==> config.mk <==
export PLATFORM = sky130hd
export DESIGN_NAME = relr_relocation_decoder
export DESIGN_NICKNAME = d
export VERILOG_FILES = /design/src/rtl/core/relr_pkg.sv /design/src/rtl/core/relr_front.sv /design/src/rtl/core/relr_fifo.sv /design/src/rtl/core/relr_back.sv /design/src/rtl/core/relr_relocation_decoder.sv
export SDC_FILE = /design/constraint.sdc
export NUM_CORES = 1
export LEC_CHECK = 0
export ABC_AREA = 0
export BUFFER_PORTS_ARGS = -buffer_cell sky130_fd_sc_hd__buf_2
export CORE_ASPECT_RATIO = 1.25
export CORE_MARGIN = 1
export CORE_UTILIZATION = 62
export DETAILED_ROUTE_END_ITERATION = 6
export PLACE_DENSITY = 0.92
export SYNTH_ARGS = -nofsm -noshare
export SYNTH_HDL_FRONTEND = slang
export SYNTH_SLANG_ARGS = --single-unit
==> constraint.sdc <==
create_clock -name clk -period 10.8 [get_ports clk]
set_input_delay 2.16 -clock clk [delete_from_list [all_inputs] [get_ports clk]]
set_output_delay 2.16 -clock clk [all_outputs]
set_load 0.1 [all_outputs]
==> src/rtl/core/relr_pkg.sv <==
// ----------------------------------------------------------------------------
// relr_pkg
// Shared constants and types of the packed relocation table decoder.
// ----------------------------------------------------------------------------
package relr_pkg;

	localparam int BITMAP_BITS = 63;
	localparam int WORD_BYTES  = 8;
	localparam int ADVANCE     = BITMAP_BITS * WORD_BYTES;
	localparam int ADV_W       = $clog2(ADVANCE + 1);
	localparam int LIM_W       = ADV_W - 3;
	localparam int K_W         = $clog2(BITMAP_BITS);
	localparam int Q_DEPTH     = 2;
	localparam int QPTR_W      = $clog2(Q_DEPTH);

	localparam logic [1:0] ERR_OK         = 2'd0;
	localparam logic [1:0] ERR_NO_BASE    = 2'd1;
	localparam logic [1:0] ERR_ADDR_OVF   = 2'd2;
	localparam logic [1:0] ERR_CURSOR_OVF = 2'd3;

	// one classified request handed from front to back
	typedef struct packed {
		logic                   is_base;
		logic [63:0]            base;
		logic [BITMAP_BITS-1:0] bits;
		logic [1:0]             err;
	} qent_t;

endpackage

==> src/rtl/core/relr_front.sv <==
// ----------------------------------------------------------------------------
// relr_front
// Accepts table words, tracks cursor and fault, and classifies each word.
// ----------------------------------------------------------------------------
module relr_front (
	input  logic                 clk,
	input  logic                 arst_n,
	input  logic                 push,
	input  logic [63:0]          table_word,
	input  logic                 table_start,
	input  logic                 q_full,
	output logic                 q_push,
	output relr_pkg::qent_t      q_data
);

	logic [63:0] cursor_q;
	logic        cur_valid_q;
	logic        fault_q;

	logic [63:0] cur_eff;
	logic        valid_eff;
	logic        fault_eff;
	logic        accept;

	logic [64:0]                      adv_sum;
	logic                             carry;
	logic [relr_pkg::LIM_W-1:0]       limit;
	logic [relr_pkg::LIM_W:0]         lim1;
	logic [relr_pkg::BITMAP_BITS-1:0] bm;
	logic [relr_pkg::BITMAP_BITS-1:0] keep_mask;
	logic                             addr_ovf;

	logic [63:0] cursor_d;
	logic        cur_valid_d;
	logic        fault_d;
	logic        need;

	assign accept    = push && !q_full;
	assign cur_eff   = table_start ? 64'd0 : cursor_q;
	assign valid_eff = table_start ? 1'b0 : cur_valid_q;
	assign fault_eff = table_start ? 1'b0 : fault_q;

	assign bm      = table_word[relr_pkg::BITMAP_BITS:1];
	assign adv_sum = {1'b0, cur_eff} + 65'(relr_pkg::ADVANCE);
	assign carry   = adv_sum[64];
	// headroom below the top of the address space is small when carry is set
	assign limit   = relr_pkg::LIM_W'((~cur_eff[relr_pkg::ADV_W-1:0]) >> 3);
	assign lim1    = {1'b0, limit} + 1'b1;
	assign keep_mask = ~({relr_pkg::BITMAP_BITS{1'b1}} << lim1);
	assign addr_ovf  = carry && (|(bm & ~keep_mask));

	always_comb begin
		cursor_d       = cur_eff;
		cur_valid_d    = valid_eff;
		fault_d        = fault_eff;
		need           = 1'b0;
		q_data.is_base = 1'b0;
		q_data.base    = table_word;
		q_data.bits    = '0;
		q_data.err     = relr_pkg::ERR_OK;
		if (!fault_eff) begin
			if (!table_word[0]) begin
				need           = 1'b1;
				q_data.is_base = 1'b1;
				cursor_d       = table_word + 64'(relr_pkg::WORD_BYTES);
				cur_valid_d    = 1'b1;
			end else if (!valid_eff) begin
				need       = 1'b1;
				q_data.err = relr_pkg::ERR_NO_BASE;
				fault_d    = 1'b1;
			end else begin
				q_data.base = cur_eff;
				if (addr_ovf) begin
					q_data.bits = bm & keep_mask;
					q_data.err  = relr_pkg::ERR_ADDR_OVF;
					fault_d     = 1'b1;
				end else if (carry) begin
					q_data.bits = bm;
					q_data.err  = relr_pkg::ERR_CURSOR_OVF;
					fault_d     = 1'b1;
				end else begin
					q_data.bits = bm;
					cursor_d    = adv_sum[63:0];
				end
				need = (|q_data.bits) || (q_data.err != relr_pkg::ERR_OK);
			end
		end
	end

	assign q_push = accept && need;

	always_ff @(posedge clk or negedge arst_n) begin
		if (!arst_n) begin
			cursor_q    <= '0;
			cur_valid_q <= 1'b0;
			fault_q     <= 1'b0;
		end else if (accept) begin
			cursor_q    <= cursor_d;
			cur_valid_q <= cur_valid_d;
			fault_q     <= fault_d;
		end
	end

endmodule

==> src/rtl/core/relr_fifo.sv <==
// ----------------------------------------------------------------------------
// relr_fifo
// Short queue of classified requests between front and back.
// ----------------------------------------------------------------------------
module relr_fifo (
	input  logic            clk,
	input  logic            arst_n,
	input  logic            wr,
	input  relr_pkg::qent_t wdata,
	input  logic            rd,
	output relr_pkg::qent_t rdata,
	output logic            full,
	output logic            empty
);

	relr_pkg::qent_t mem_q [relr_pkg::Q_DEPTH];

	logic [relr_pkg::QPTR_W-1:0] wptr_q;
	logic [relr_pkg::QPTR_W-1:0] rptr_q;
	logic [relr_pkg::QPTR_W:0]   cnt_q;
	logic                        do_wr;
	logic                        do_rd;

	assign full  = (cnt_q == (relr_pkg::QPTR_W + 1)'(relr_pkg::Q_DEPTH));
	assign empty = (cnt_q == '0);
	assign do_wr = wr && !full;
	assign do_rd = rd && !empty;
	assign rdata = mem_q[rptr_q];

	always_ff @(posedge clk) begin
		if (do_wr) begin
			mem_q[wptr_q] <= wdata;
		end
	end

	always_ff @(posedge clk or negedge arst_n) begin
		if (!arst_n) begin
			wptr_q <= '0;
			rptr_q <= '0;
			cnt_q  <= '0;
		end else begin
			if (do_wr) begin
				wptr_q <= wptr_q + 1'b1;
			end
			if (do_rd) begin
				rptr_q <= rptr_q + 1'b1;
			end
			if (do_wr && !do_rd) begin
				cnt_q <= cnt_q + 1'b1;
			end else if (do_rd && !do_wr) begin
				cnt_q <= cnt_q - 1'b1;
			end
		end
	end

endmodule

==> src/rtl/core/relr_back.sv <==
// ----------------------------------------------------------------------------
// relr_back
// Emits base addresses, walks bitmap requests bit by bit into slot addresses, and emits error codes.
// ----------------------------------------------------------------------------
module relr_back (
	input  logic            clk,
	input  logic            arst_n,
	input  relr_pkg::qent_t q_data,
	input  logic            q_empty,
	output logic            q_pop,
	input  logic            pop,
	output logic            empty,
	output logic [63:0]     slot_address,
	output logic [1:0]      error_code,
	output logic            last_of_run
);

	logic                             busy_q;
	logic                             is_base_q;
	logic [63:0]                      base_q;
	logic [relr_pkg::BITMAP_BITS-1:0] rem_q;
	logic [relr_pkg::K_W-1:0]         k_q;
	logic [1:0]                       err_q;

	logic        ov_q;
	logic [63:0] addr_q;
	logic [1:0]  code_q;
	logic        last_q;

	logic                             out_free;
	logic [relr_pkg::BITMAP_BITS-1:0] rem_next;

	assign out_free = !ov_q || pop;
	assign q_pop    = !busy_q && !q_empty;
	assign rem_next = rem_q >> 1;

	assign empty        = !ov_q;
	assign slot_address = addr_q;
	assign error_code   = code_q;
	assign last_of_run  = last_q;

	always_ff @(posedge clk) begin
		if (q_pop) begin
			is_base_q <= q_data.is_base;
			base_q    <= q_data.base;
			rem_q     <= q_data.bits;
			err_q     <= q_data.err;
			k_q       <= '0;
		end else if (busy_q && out_free && !is_base_q && (|rem_q)) begin
			rem_q <= rem_next;
			k_q   <= k_q + 1'b1;
		end
		if (busy_q && out_free) begin
			if (is_base_q) begin
				addr_q <= base_q;
				code_q <= relr_pkg::ERR_OK;
				last_q <= 1'b1;
			end else if (|rem_q) begin
				addr_q <= base_q + (64'(k_q) << 3);
				code_q <= relr_pkg::ERR_OK;
				last_q <= (rem_next == '0) && (err_q == relr_pkg::ERR_OK);
			end else begin
				addr_q <= '0;
				code_q <= err_q;
				last_q <= 1'b1;
			end
		end
	end

	always_ff @(posedge clk or negedge arst_n) begin
		if (!arst_n) begin
			busy_q <= 1'b0;
			ov_q   <= 1'b0;
		end else begin
			if (q_pop) begin
				busy_q <= 1'b1;
			end else if (busy_q && out_free) begin
				if (is_base_q || (rem_q == '0)) begin
					busy_q <= 1'b0;
				end else if ((rem_next == '0) && (err_q == relr_pkg::ERR_OK)) begin
					busy_q <= 1'b0;
				end
			end
			if (busy_q && out_free && (is_base_q || (rem_q == '0) || rem_q[0])) begin
				ov_q <= 1'b1;
			end else if (pop) begin
				ov_q <= 1'b0;
			end
		end
	end

endmodule

==> src/rtl/core/relr_relocation_decoder.sv <==
// ----------------------------------------------------------------------------
// relr_relocation_decoder
// Packed relative-relocation table decoder: base words and bitmap words in,
// relocation slot addresses and decode errors out.
// ----------------------------------------------------------------------------
//  channel   handshake        payload
//  input     push / full      table_word[63:0], table_start
//  result    pop / empty      slot_address[63:0], error_code[1:0], last_of_run
//
//  the front takes one word a cycle while the two-entry queue has room
//  the back loads a request, then scans one bitmap bit per cycle while its output is free
//  a bitmap word holds the back for its load, a scan of up to 63 bits and any error result
//  a base word holds it for its load and its result; a result passes the queue, request and output registers
//  the back stalls while a result waits unpopped; full rises once the queue fills
//  reset clears cursor, fault, queue and output valid
// ----------------------------------------------------------------------------
module relr_relocation_decoder (
	input  logic        clk,
	input  logic        arst_n,
	input  logic        push,
	output logic        full,
	input  logic [63:0] table_word,
	input  logic        table_start,
	input  logic        pop,
	output logic        empty,
	output logic [63:0] slot_address,
	output logic [1:0]  error_code,
	output logic        last_of_run
);

	relr_pkg::qent_t f_data;
	relr_pkg::qent_t b_data;
	logic            f_push;
	logic            b_pop;
	logic            q_empty;

	relr_front u_front (
		.clk         (clk),
		.arst_n      (arst_n),
		.push        (push),
		.table_word  (table_word),
		.table_start (table_start),
		.q_full      (full),
		.q_push      (f_push),
		.q_data      (f_data)
	);

	relr_fifo u_fifo (
		.clk    (clk),
		.arst_n (arst_n),
		.wr     (f_push),
		.wdata  (f_data),
		.rd     (b_pop),
		.rdata  (b_data),
		.full   (full),
		.empty  (q_empty)
	);

	relr_back u_back (
		.clk          (clk),
		.arst_n       (arst_n),
		.q_data       (b_data),
		.q_empty      (q_empty),
		.q_pop        (b_pop),
		.pop          (pop),
		.empty        (empty),
		.slot_address (slot_address),
		.error_code   (error_code),
		.last_of_run  (last_of_run)
	);

endmodule
==> summary.md <==
| Metric | Value |
|---|---|
| Status | completed |
| Largest net degree at the start of global routing | 128 |
| Post-CTS Hold Fix Bufs | 0 |
| Max Cap Viol | 0 |
| Post-Place Cells | 3080 |
| Clock Tree Root | clkbuf_16 |
| FF-to-FF setup slack | 3800 ps |
| Final Setup Violations | 0 |
| RSZ-0062 raised after global routing | false |
| Peak supply drop | 0.4423 mV |
| Final nets | 2655 |
| Final ANT Viol Nets | 0 |
| Post-Syn Area per Cell | 10.78 µm² |
| Chip Width | 188.3 µm |
| Critical Path RT | 11090 ps |
| Later-pin clock latency in the skew report | 620 ps |
| Crit. End Element | register |
| Num CTS Buffers | 48 |
| Reg2Reg Depth | 19 |
| WL per Instance | 32.40 µm |
| Seq cells post-synth | 535 |
| Pins over their slew limit | 0 |
| Layout Cells excl Fill | 3172 |
| Area growth syn-to-layout | 10.32% |
| Dpl cell area | 0.02807 mm² |
| TritonCTS clock tree | built |
| Final min period | 7753 ps |
| Pwr dens | 305.0 mW/mm² |
| Die area | 0.04421 mm² |
| I/O pin cnt | 138 |
| # fillers | 2637 |
| Register area | 0.01565 mm² |
| Startpoint types | primary input |
| Htree depth | 2 |
| Cell Area, Synth | 0.02689 mm² |
| DR top layer | met4 |
| First-pass GRT wire length | 146900 µm |
| Vias in the first global route | 21830 |
| Global Route Usage Sum | 45.75% |
| Initial Util | 63.33% |
| Seq/Total Area, Yosys | 58.18% |
| Buffers on Ports | 137 |
| Routed met1 length | 36030 µm |
| Critical Path AT | 8040 ps |
| Post-synth EDFFs | 457 |
| Final instance area | 0.02967 mm² |
| Wire length on met2 | 45190 µm |
| Setup Buffers After CTS | 0 |
| Initial antenna violation count | 1 |
| Pleak | 10.83 nW |
| RR Startpoint | u_front.cursor_q[4]$_DFFE_PN0P_ |
| Chip Height | 234.8 µm |
| Yosys cell types | 86 |
| Gpl congestion | 1.028 |
| Slew HR | 15.90% |
| TritonRoute pass-1 iters | 7 |
| Layout cells sized above 1 | 13.63% |
| Multi-input combinational cell area | 0.01056 mm² |
| Hold Path Stages | 1 |
| Hold_ws | 503.3 ps |
| 1st-iter DRT viols | 3861 |
| DPL Wire Length | 68210 µm |
| Max Fanout on Critical Path | 48 |
| Post-synth top flop | edfxtp_1 |
| Tcrit/Tclk final | 71.79% |
| Worst hold path type | reg -> reg |
| Crit path kind | in -> reg |
| Worst-Margin Slew | 1259 ps |
| Synthesized Nets | 2578 |
| Hold path startpoint | u_front.cursor_q[0]$_DFFE_PN0P_ |
| Synth async-reset ratio | 13.46% |
| Clock Tree Buf Depth | 3 |
| Rows | 84 |
| GR Overflow Total | 0 |
| Clk slew on worst S/H paths | 70 ps |
| Setup TNS | 0 ps |
| Fmax | 129.0 MHz |
| Final core occ | 69.87% |
| Worst-case clock skew | 36.25 ps |
| Reg-to-reg endpoint | u_fifo.mem_q[0][98]$_DFFE_PP_ |
| CTS sink cnt | 535 |
| Fin. Hold Viols | 0 |
| Worst Hold End | u_front.cursor_q[0]$_DFFE_PN0P_ |
| Synth warn | 0 |
| DRC viols | 0 |
| Cells after synthesis | 2494 |
| Drt total wl | 102800 µm |
| Post-cts sizing count | 0 |
| Met3 wire length | 13870 µm |
| Via density | 7.285 |
| Core area | 0.04246 mm² |
| DR vias | 23110 |
[cells by family after synthesis]
| family | share of synthesized area, % |
|---|---|
| muxes | 5.374 |
| AOI/OAI and AO/OA | 11.41 |
| adders and majority gates | 0.7259 |
| DFF | 58.18 |
| and+or+nand+nor | 17.59 |
| buffers and inverters | 2.708 |
| xor gates and xnor gates | 4.006 |
[cells in the mapped netlist, types with 7 or more instances]
library cell | number | area, µm²
buf_2 | 12 | 60.06
o21ai_1 | 8 | 40.04
nand2_1 | 413 | 1550
mux2_2 | 67 | 754.5
o31ai_1 | 22 | 165.2
and3_1 | 40 | 250.2
mux2i_1 | 69 | 690.7
o21a_1 | 8 | 60.06
nand2b_1 | 10 | 62.56
or2_2 | 9 | 56.30
a22o_1 | 22 | 192.7
and4_1 | 10 | 87.58
xnor2_1 | 55 | 481.7
xor2_1 | 68 | 595.6
o22ai_1 | 14 | 87.58
a211oi_1 | 7 | 52.55
clkbuf_1 | 122 | 457.9
dfrtp_1 | 72 | 1802
a21oi_1 | 91 | 455.4
ha_1 | 14 | 175.2
nor4_1 | 31 | 193.9
and2_1 | 19 | 118.9
a31oi_1 | 19 | 118.9
buf_1 | 11 | 41.29
o21ai_0 | 228 | 1141
nand3b_1 | 9 | 67.56
edfxtp_1 | 457 | 13720
or3_1 | 12 | 75.07
nor2_1 | 209 | 784.5
inv_1 | 31 | 116.4
o211ai_1 | 11 | 82.58
a22oi_1 | 10 | 75.07
nor3_1 | 43 | 215.2
nor2b_1 | 21 | 131.4
nand4_1 | 51 | 319.1
nand3_1 | 82 | 410.4
[cells in the final DEF, fill, tap and decap left out, types with 22 or more instances in the layout]
cell and n:
edfxtp_1 457, o31ai_1 22, clkbuf_16 49, nand2_1 412, o21ai_0 228, a22o_1 22
and3_1 40, dfrtp_1 71, xnor2_1 55, nand4_1 51, nor3_1 43, buf_4 37
a21oi_1 91, xor2_1 68, nand3_1 81, mux2_2 67, inv_1 31, mux2i_1 69
buf_2 136, nor2_1 208, nor4_1 31
[critical path: stages]
cell and delay (ps):
buf_2 110, inv_2 70, nand2_1 120, ha_1 260
buf_4 170, inv_1 130, ha_1 370, nand2b_1 390
or4_4 550, o21bai_1 200, a222oi_1 480, a41oi_1 280
a2111o_1 440, nor4_4 380, buf_4 350, o21ai_0 200
nand4_1 140, and4b_1 230, and4_4 190, nor3_4 420
buf_12 340
[how the worst max path moves through the flow]
stage / end / cells after the start / slack [ps] / start
CTS: u_fifo.mem_q[0][26]$_DFFE_PP_ / 21 / 3210 / table_start
floorplan: u_fifo.mem_q[1][0]$_DFFE_PP_ / 26 / -1830 / table_start
global route: u_fifo.mem_q[0][93]$_DFFE_PP_ / 21 / 2920 / table_start
global placement: u_fifo.mem_q[0][99]$_DFFE_PP_ / 21 / 2740 / table_start
detailed placement: u_fifo.mem_q[0][98]$_DFFE_PP_ / 21 / 2610 / table_start
finish: u_fifo.mem_q[0][98]$_DFFE_PP_ / 21 / 3050 / table_start
[power breakdown]
| part | switching, mW | total, mW | internal [mW] | leakage [nW] |
|---|---|---|---|---|
| combinational | 2.56 | 3.42 | 0.852 | 4.79 |
| sequential | 0.668 | 3.87 | 3.20 | 5.27 |
| clock | 0.814 | 1.77 | 0.954 | 0.766 |
| total | 4.05 | 9.05 | 5.00 | 10.8 |
[metrics by stage]
step                total power, mW  setup slack (ps)
floorplan                     5.966             -1833
global placement              6.868              2739
detailed placement            7.021              2608
CTS                           8.879              3212
global route                  9.230              2922
finish                        9.049              3047
[flip-flops by register name, indices dropped and copies added, names as in the netlist]
signal and count:
u_back.base_q 64, u_back.busy_q 1, u_back.err_q 2, u_back.error_code 2, u_back.is_base_q 1, u_back.k_q 6, u_back.last_of_run 1, u_back.ov_q 1
u_back.rem_q 63, u_back.slot_address 64, u_fifo.cnt_q 2, u_fifo.mem_q 260, u_fifo.rptr_q 1, u_fifo.wptr_q 1, u_front.cur_valid_q 1, u_front.cursor_q 64
u_front.fault_q 1
[metal layers]
metal  vias to the layer above  track usage (%)
met3                       535            11.49
met2                      2335            69.20
met1                     10920            59.78
met4                         0            27.12
met5                         -                0
li1                       9320                -
[cell type report]
type	instances	area share, %
flip-flops and latches	535	52.75
multi-input cells	1776	35.61
clock buffers	61	4.353
repair buffers	177	3.501
well taps	559	2.358
clock inverters	29	0.9954
inverters	33	0.4175
diodes	2	0.01687
Power figures use the tool's default switching activity.
